<file path="config.mk">
export PLATFORM = sky130hd
export DESIGN_NAME = qte_cordic_step
export DESIGN_NICKNAME = d
export VERILOG_FILES = /design/src/qte_pkg.sv /design/src/qte_cordic_step.sv
export SDC_FILE = /design/constraint.sdc
export NUM_CORES = 2
export LEC_CHECK = 0
export ABC_AREA = 0
export BUFFER_PORTS_ARGS = -buffer_cell sky130_fd_sc_hd__buf_4
export CELL_PAD_IN_SITES_DETAIL_PLACEMENT = 0
export CELL_PAD_IN_SITES_GLOBAL_PLACEMENT = 1
export CORE_MARGIN = 10
export CORE_UTILIZATION = 40
export CTS_CLUSTER_DIAMETER = 200
export DETAILED_ROUTE_END_ITERATION = 8
export PLACE_DENSITY_LB_ADDON = 0.1
export REMOVE_ABC_BUFFERS = 1
export SYNTH_ARGS = -nofsm -noshare
export SYNTH_HDL_FRONTEND = slang
export SYNTH_SLANG_ARGS = --single-unit
</file>
<file path="constraint.sdc">
create_clock -name i_clk -period 18.82 [get_ports i_clk]
set_input_delay 1.882 -clock i_clk [delete_from_list [all_inputs] [get_ports i_clk]]
set_output_delay 1.882 -clock i_clk [all_outputs]
set_load 0.01 [all_outputs]
</file>
<file path="src/qte_pkg.sv">
package qte_pkg;

    localparam int ANGLE_FRAC_BITS = 7;
    localparam int CORDIC_STEPS    = 16;
    localparam int ACC_FRAC        = 24;
    localparam int TABLE_LEN       = 24;
    localparam int NSTEPS = (CORDIC_STEPS < TABLE_LEN) ? CORDIC_STEPS : TABLE_LEN;

    // vector width: |v| grows to about 1.65 * 5 * 2^30 at most, with sign
    localparam int VW = 36;
    // angle accumulator, degrees with 24 fraction bits
    localparam int ZW = 36;
    // radicand width for 2^60 - s^2
    localparam int RW = 62;
    localparam int QW = 31;

    typedef logic signed [VW-1:0] t_vec;
    typedef logic signed [ZW-1:0] t_ang;

    function automatic t_ang atan_q24(input int i);
        case (i)
            0:  atan_q24 = 36'sd754974720;
            1:  atan_q24 = 36'sd445687602;
            2:  atan_q24 = 36'sd235489088;
            3:  atan_q24 = 36'sd119537938;
            4:  atan_q24 = 36'sd60000934;
            5:  atan_q24 = 36'sd30029717;
            6:  atan_q24 = 36'sd15018523;
            7:  atan_q24 = 36'sd7509720;
            8:  atan_q24 = 36'sd3754917;
            9:  atan_q24 = 36'sd1877466;
            10: atan_q24 = 36'sd938734;
            11: atan_q24 = 36'sd469367;
            12: atan_q24 = 36'sd234684;
            13: atan_q24 = 36'sd117342;
            14: atan_q24 = 36'sd58671;
            15: atan_q24 = 36'sd29335;
            16: atan_q24 = 36'sd14668;
            17: atan_q24 = 36'sd7334;
            18: atan_q24 = 36'sd3667;
            19: atan_q24 = 36'sd1833;
            20: atan_q24 = 36'sd917;
            21: atan_q24 = 36'sd458;
            22: atan_q24 = 36'sd229;
            default: atan_q24 = 36'sd115;
        endcase
    endfunction

    typedef struct packed {
        logic signed [15:0] quat_w;
        logic signed [15:0] quat_x;
        logic signed [15:0] quat_y;
        logic signed [15:0] quat_z;
    } t_quat;

    typedef struct packed {
        logic signed [15:0] roll_deg;
        logic signed [14:0] pitch_deg;
        logic signed [15:0] yaw_deg;
        logic               pitch_clamped;
    } t_euler;

endpackage

</file>
<file path="src/qte_cordic_step.sv">
// one registered vectoring micro-rotation, three vectors side by side
module qte_cordic_step (
    input  logic          i_clk,
    input  logic          i_rst_n,
    input  logic          i_en,
    input  logic [4:0]    i_step,
    input  logic          i_valid,
    input  qte_pkg::t_vec i_x [3],
    input  qte_pkg::t_vec i_y [3],
    input  qte_pkg::t_ang i_z [3],
    output logic          o_valid,
    output qte_pkg::t_vec o_x [3],
    output qte_pkg::t_vec o_y [3],
    output qte_pkg::t_ang o_z [3]
);
    import qte_pkg::*;

    t_vec n_x [3];
    t_vec n_y [3];
    t_ang n_z [3];
    t_ang w_a;

    assign w_a = atan_q24(int'(i_step));

    always_comb begin
        for (int k = 0; k < 3; k++) begin
            if (!i_y[k][VW-1]) begin
                n_x[k] = i_x[k] + (i_y[k] >>> i_step);
                n_y[k] = i_y[k] - (i_x[k] >>> i_step);
                n_z[k] = i_z[k] + w_a;
            end else begin
                n_x[k] = i_x[k] - (i_y[k] >>> i_step);
                n_y[k] = i_y[k] + (i_x[k] >>> i_step);
                n_z[k] = i_z[k] - w_a;
            end
        end
    end

    always_ff @(posedge i_clk) begin
        if (!i_rst_n) begin
            o_valid <= 1'b0;
        end else if (i_en) begin
            o_valid <= i_valid;
        end
        if (i_en) begin
            o_x <= n_x;
            o_y <= n_y;
            o_z <= n_z;
        end
    end
endmodule

</file>
# Word level (Yosys, flattened, before mapping)
# Memories as Yosys holds them, arrays and structs flattened.
# Cells that the tools add are included.
# classes
n_mux,9
n_shift,6
addsub,18
# op_table
operator,count
$add A36 B36 Y36,9
$mux W36,9
$sub A36 B36 Y36,9
$sshr A36 B5 Y36,6
# word_totals
inputBits,333
out_inout_bits,325
ff_bits,325
mem_bits_ro,960
mem_count,1
word_cells,44
# mem_list
memory,words,word_bits,read_ports,rd_clocked_by_memory_dff,wr,line,rtl
(name not given),32,30,1,0,0,qte_pkg.sv:21,case (i)

# Depth between registers and ports, before layout
# logic_depth
depth_word,3
ltp_mapped,31
ltp_nobuf,25

# Least setup slack after synthesis
# OpenSTA, ideal clock, no wires.
# synth_timing
path_type,input to register
start,input port i_step[1]
end,register o_z[70] (netlist name) (data pin)
stages,29
setup_ns,0.258
n_path_buf,6
setup_slack_ns,10.096
t_arrival_ns,8.466
required_ns,18.562
path_cell_list,buf_4 inv_2 buf_4 buf_1 buf_1 ha_1 inv_1 o22ai_1 a221o_1 a2111oi_2 and2_1 nand3_1 nor3b_1 and4b_1 clkbuf_1 nor2_1 mux2i_1 ha_1 clkbuf_1 a21o_1 a21o_1 a21o_1 a2111oi_0 o211ai_1 nand2_1 o21ai_0 o41a_1 a311o_1 xor2_1
# synth_rtl
element,line,rtl
from (decl),qte_cordic_step.sv:6,"input logic [4:0] i_step,"
to (signal assigned),qte_cordic_step.sv:48,o_z <= n_z;
to (decl),qte_cordic_step.sv:14,output qte_pkg::t_ang o_z [3]

==> impl_metrics.xml <==
<?xml version="1.0" encoding="UTF-8"?>
<metrics>
  <group name="synthesis">
    <metric name="ys_warn_count" unit="">0</metric>
    <metric name="async_flop_share" unit="">0</metric>
    <metric name="ys.flop_type" unit="">sky130_fd_sc_hd__edfxtp_1</metric>
    <metric name="synthesis.area_per_instance" unit="um2">9.16</metric>
    <metric name="edff_count_synth" unit="">324</metric>
    <metric name="synth_cell_type_count" unit="">115</metric>
    <metric name="seq_area_frac_synth" unit="">0.210</metric>
    <metric name="share_of_the_synthesized_area_in_the_top_cell_type" unit="">0.210</metric>
    <metric name="synth.area.top_cells" unit="">sky130_fd_sc_hd__edfxtp_1, sky130_fd_sc_hd__mux4_2, sky130_fd_sc_hd__ha_1</metric>
    <metric name="synth-seq-cells" unit="">325</metric>
    <metric name="synthMostInstantiatedCell" unit="">sky130_fd_sc_hd__a21oi_1</metric>
    <metric name="ys_top_cells_by_count" unit="">sky130_fd_sc_hd__a21oi_1, sky130_fd_sc_hd__nor2_1, sky130_fd_sc_hd__nand2_1, sky130_fd_sc_hd__ha_1, sky130_fd_sc_hd__edfxtp_1</metric>
    <metric name="synth_area_leader_cell" unit="">sky130_fd_sc_hd__edfxtp_1</metric>
    <metric name="netlist_instances" unit="">5058</metric>
    <metric name="synth.cell_area" unit="um2">46300</metric>
  </group>
  <group name="clock_network">
    <metric name="cts_setup_buffers" unit="">0</metric>
    <metric name="cts_buffers" unit="">43</metric>
    <metric name="cts_tree" unit="">built</metric>
    <metric name="cts.repair.resized" unit="">0</metric>
    <metric name="clock_insertion_delay_worst_skew" unit="ps">640</metric>
    <metric name="holdBufCountCts" unit="">0</metric>
    <metric name="htree_levels" unit="">2</metric>
    <metric name="cts_num_sinks" unit="">325</metric>
    <metric name="clk_pin_slew" unit="ps">60</metric>
    <metric name="clockBufferDepth" unit="">3</metric>
    <metric name="cts.root.buffer_cell" unit="">sky130_fd_sc_hd__clkbuf_16</metric>
  </group>
  <group name="placement">
    <metric name="dp_hpwl" unit="mm">157</metric>
    <metric name="place.port_buffers" unit="">657</metric>
    <metric name="placed_instance_count" unit="">6990</metric>
    <metric name="dp_slack" unit="ps">8130</metric>
    <metric name="place.gp.congestion" unit="">0.988</metric>
  </group>
  <group name="setup_path">
    <metric name="delay_heaviest_family_cp" unit="">compound AO/OA/AOI/OAI gates</metric>
    <metric name="cpMostUsedCell" unit="">sky130_fd_sc_hd__o21ai_0</metric>
    <metric name="critical-path-slowest-cell" unit="">sky130_fd_sc_hd__buf_4</metric>
    <metric name="worst_setup_path_start_kind" unit="">input port</metric>
    <metric name="critPathArrivalTime" unit="ps">10550</metric>
    <metric name="worstPathMaxFanout" unit="">67</metric>
    <metric name="reg2reg_launch_point" unit="">o_valid</metric>
    <metric name="timing.setup.critical_path_class" unit="">input port to register</metric>
    <metric name="crit_path_cell_trace" unit="">buf_8 -&gt; buf_4 -&gt; buf_4 -&gt; mux4_2 -&gt; mux2i_1 -&gt; o22ai_1 -&gt; a221oi_1 -&gt; nand4bb_1 -&gt; nor3_2 -&gt; nand3_1 -&gt; nand3_1 -&gt; o21ai_0 -&gt; a21o_1 -&gt; ha_1 -&gt; nand2_1 -&gt; o21ai_0 -&gt; or2_2 -&gt; a2111oi_0 -&gt; o21ai_0 -&gt; o211ai_1 -&gt; o21ai_0 -&gt; o31ai_1 -&gt; a21oi_1 -&gt; xnor2_1</metric>
    <metric name="critPathLaunch" unit="">i_step[0]</metric>
    <metric name="worst_path_largest_cell_delay" unit="ps">850</metric>
    <metric name="timing.critical_path.to_type" unit="">register</metric>
    <metric name="buffers_and_inverters_on_the_worst_path" unit="">3</metric>
    <metric name="worst-endpoint-required" unit="ps">19210</metric>
  </group>
  <group name="global_route">
    <metric name="globalRoute.totalOverflow" unit="">0</metric>
    <metric name="track_usage" unit="">0.289</metric>
    <metric name="grt_pass1_wl" unit="mm">289</metric>
    <metric name="largest_net_degree_at_the_start_of_global_routing" unit="">123</metric>
    <metric name="antenna_found_initial" unit="">15</metric>
    <metric name="grt_pass1_vias" unit="">42900</metric>
  </group>
  <group name="sta">
    <metric name="finalWorstSetupSlack" unit="ps">8660</metric>
    <metric name="rel_slew_slack" unit="">0.161</metric>
    <metric name="min_period_over_period" unit="">0.540</metric>
    <metric name="finalSetupTns" unit="ps">0</metric>
    <metric name="fmax" unit="MHz">98.5</metric>
    <metric name="worstMarginPinSlew" unit="ps">1230</metric>
    <metric name="grt_setup_unrepaired" unit="">false</metric>
    <metric name="hold_viol" unit="">0</metric>
    <metric name="report.final.setup_viol" unit="">0</metric>
    <metric name="worst_clock_skew" unit="ps">0</metric>
    <metric name="period_needed" unit="ps">10160</metric>
    <metric name="timing_max_transition_violations_final" unit="">0</metric>
  </group>
  <group name="route">
    <metric name="wl_per_cell" unit="um">28.0</metric>
    <metric name="wl" unit="mm">198</metric>
    <metric name="via_per_inst" unit="">6.28</metric>
    <metric name="initialDrtViolationCount" unit="">4540</metric>
    <metric name="detailroute.via_count" unit="">44400</metric>
    <metric name="drc" unit="">0</metric>
    <metric name="antenna_left" unit="">0</metric>
    <metric name="drt-pass1-iter-count" unit="">5</metric>
  </group>
  <group name="power_and_ir_drop">
    <metric name="static-leakage-power" unit="nW">21.7</metric>
    <metric name="ir_drop" unit="mV">0.0674</metric>
    <metric name="p_per_area" unit="nW/um2">80.9</metric>
  </group>
  <group name="hold_path">
    <metric name="holdCritPathClass" unit="">register to register</metric>
    <metric name="timing.hold.worst.start" unit="">o_valid</metric>
  </group>
  <group name="floorplan">
    <metric name="design.portCount" unit="">658</metric>
    <metric name="die_width" unit="um">360</metric>
    <metric name="floorplan.core_area" unit="um2">115000</metric>
    <metric name="num_rows" unit="">124</metric>
    <metric name="start_util" unit="">0.404</metric>
    <metric name="die_area" unit="um2">130000</metric>
    <metric name="die_h" unit="um">360</metric>
  </group>
  <group name="layout">
    <metric name="final_layout_size_suffix_gt1_frac" unit="">0.224</metric>
    <metric name="final.fill_count" unit="">11200</metric>
    <metric name="final_nets" unit="">6198</metric>
    <metric name="layoutNonFillerInstCount" unit="">7071</metric>
    <metric name="area.growth.synth_to_final" unit="%">15.4</metric>
  </group>
  <group name="run">
    <metric name="drv_cap" unit="">0</metric>
  </group>
  <group name="run_status">
    <metric name="outcome" unit="">completed</metric>
  </group>
</metrics>
## routing by layer
layer	global-route usage	wire (um)	share of wire
met1	0.379	83200	0.42
met2	0.470	90800	0.46
met3	0.0668	17600	0.089
met4	0.0853	6280	0.032
met5	0	63	0.00032
## path summary, 6_finish.rpt
path / depth (start not counted) / slack, ps / to
setup reg to reg: 2 / 18220 / o_valid
setup / recovery: 24 / 8660 / o_x[107]
hold reg to reg: 2 / 530 / o_valid
hold / removal: 2 / 530 / o_valid
## final cells by class
cell class	instances	area (um2)	share of cell area
Multi-Input combinational cell	4297	34600	0.647
Sequential cell	325	9750	0.182
Timing Repair Buffer	709	5380	0.101
Tap cell	1512	1890	0.0354
Clock buffer	48	1090	0.0205
Inverter	147	569	0.0107
Clock inverter	27	176	0.00330
Antenna cell	6	15.0	0.000281
## flip-flops by register name, indices dropped and copies added (netlist names)
signal	cells
o_valid	1
o_z	108
o_x	108
o_y	108
## metrics by stage
step            util  hold slack (ps)  total power [mW]  area [um2]
5_1_grt        0.466              591              4.60       53400
3_5_place_dp   0.455              515              3.53       52200
6_report       0.466              528              4.32       53400
4_1_cts        0.466              529              4.35       53400
2_1_floorplan      -              538              2.58       44800
3_3_place_gp   0.455              498              3.54       52200
## cells in the final DEF (no fill, tap or decap), types with 92 or more instances in the layout
cell	instances
sky130_fd_sc_hd__buf_4	701
sky130_fd_sc_hd__a21oi_1	439
sky130_fd_sc_hd__nor2_1	430
sky130_fd_sc_hd__nand2_1	346
sky130_fd_sc_hd__ha_1	333
sky130_fd_sc_hd__edfxtp_1	324
sky130_fd_sc_hd__xnor2_1	319
sky130_fd_sc_hd__mux4_2	256
sky130_fd_sc_hd__o21ai_0	252
sky130_fd_sc_hd__mux2i_1	181
sky130_fd_sc_hd__inv_1	142
sky130_fd_sc_hd__xor2_1	142
sky130_fd_sc_hd__nor3_1	123
sky130_fd_sc_hd__a21o_1	123
sky130_fd_sc_hd__mux2_2	116
sky130_fd_sc_hd__nand3_1	92
## worst reg2reg max path, stage by stage (launching register included)
cell and delay [ps]:
sky130_fd_sc_hd__dfxtp_1 310, sky130_fd_sc_hd__mux2i_1 120, sky130_fd_sc_hd__nor2b_1 60
## where the power goes
part	total (mW)	leakage, nW	internal (mW)	switching (mW)
logic	2.41	17.9	1.03	1.38
registers	1.14	3.18	1.07	0.0689
clock network	0.776	0.614	0.418	0.358
total	4.32	21.7	2.52	1.80
## kinds of logic after synthesis
logic type | synth area share
AOI/OAI and AO/OA | 0.210
xor gates and xnor gates | 0.0882
adders and majority gates | 0.0938
buffers and inverters | 0.0441
DFF | 0.210
muxes | 0.202
and+or+nand+nor | 0.152
Note: power is estimated with default switching activity, not from simulation.
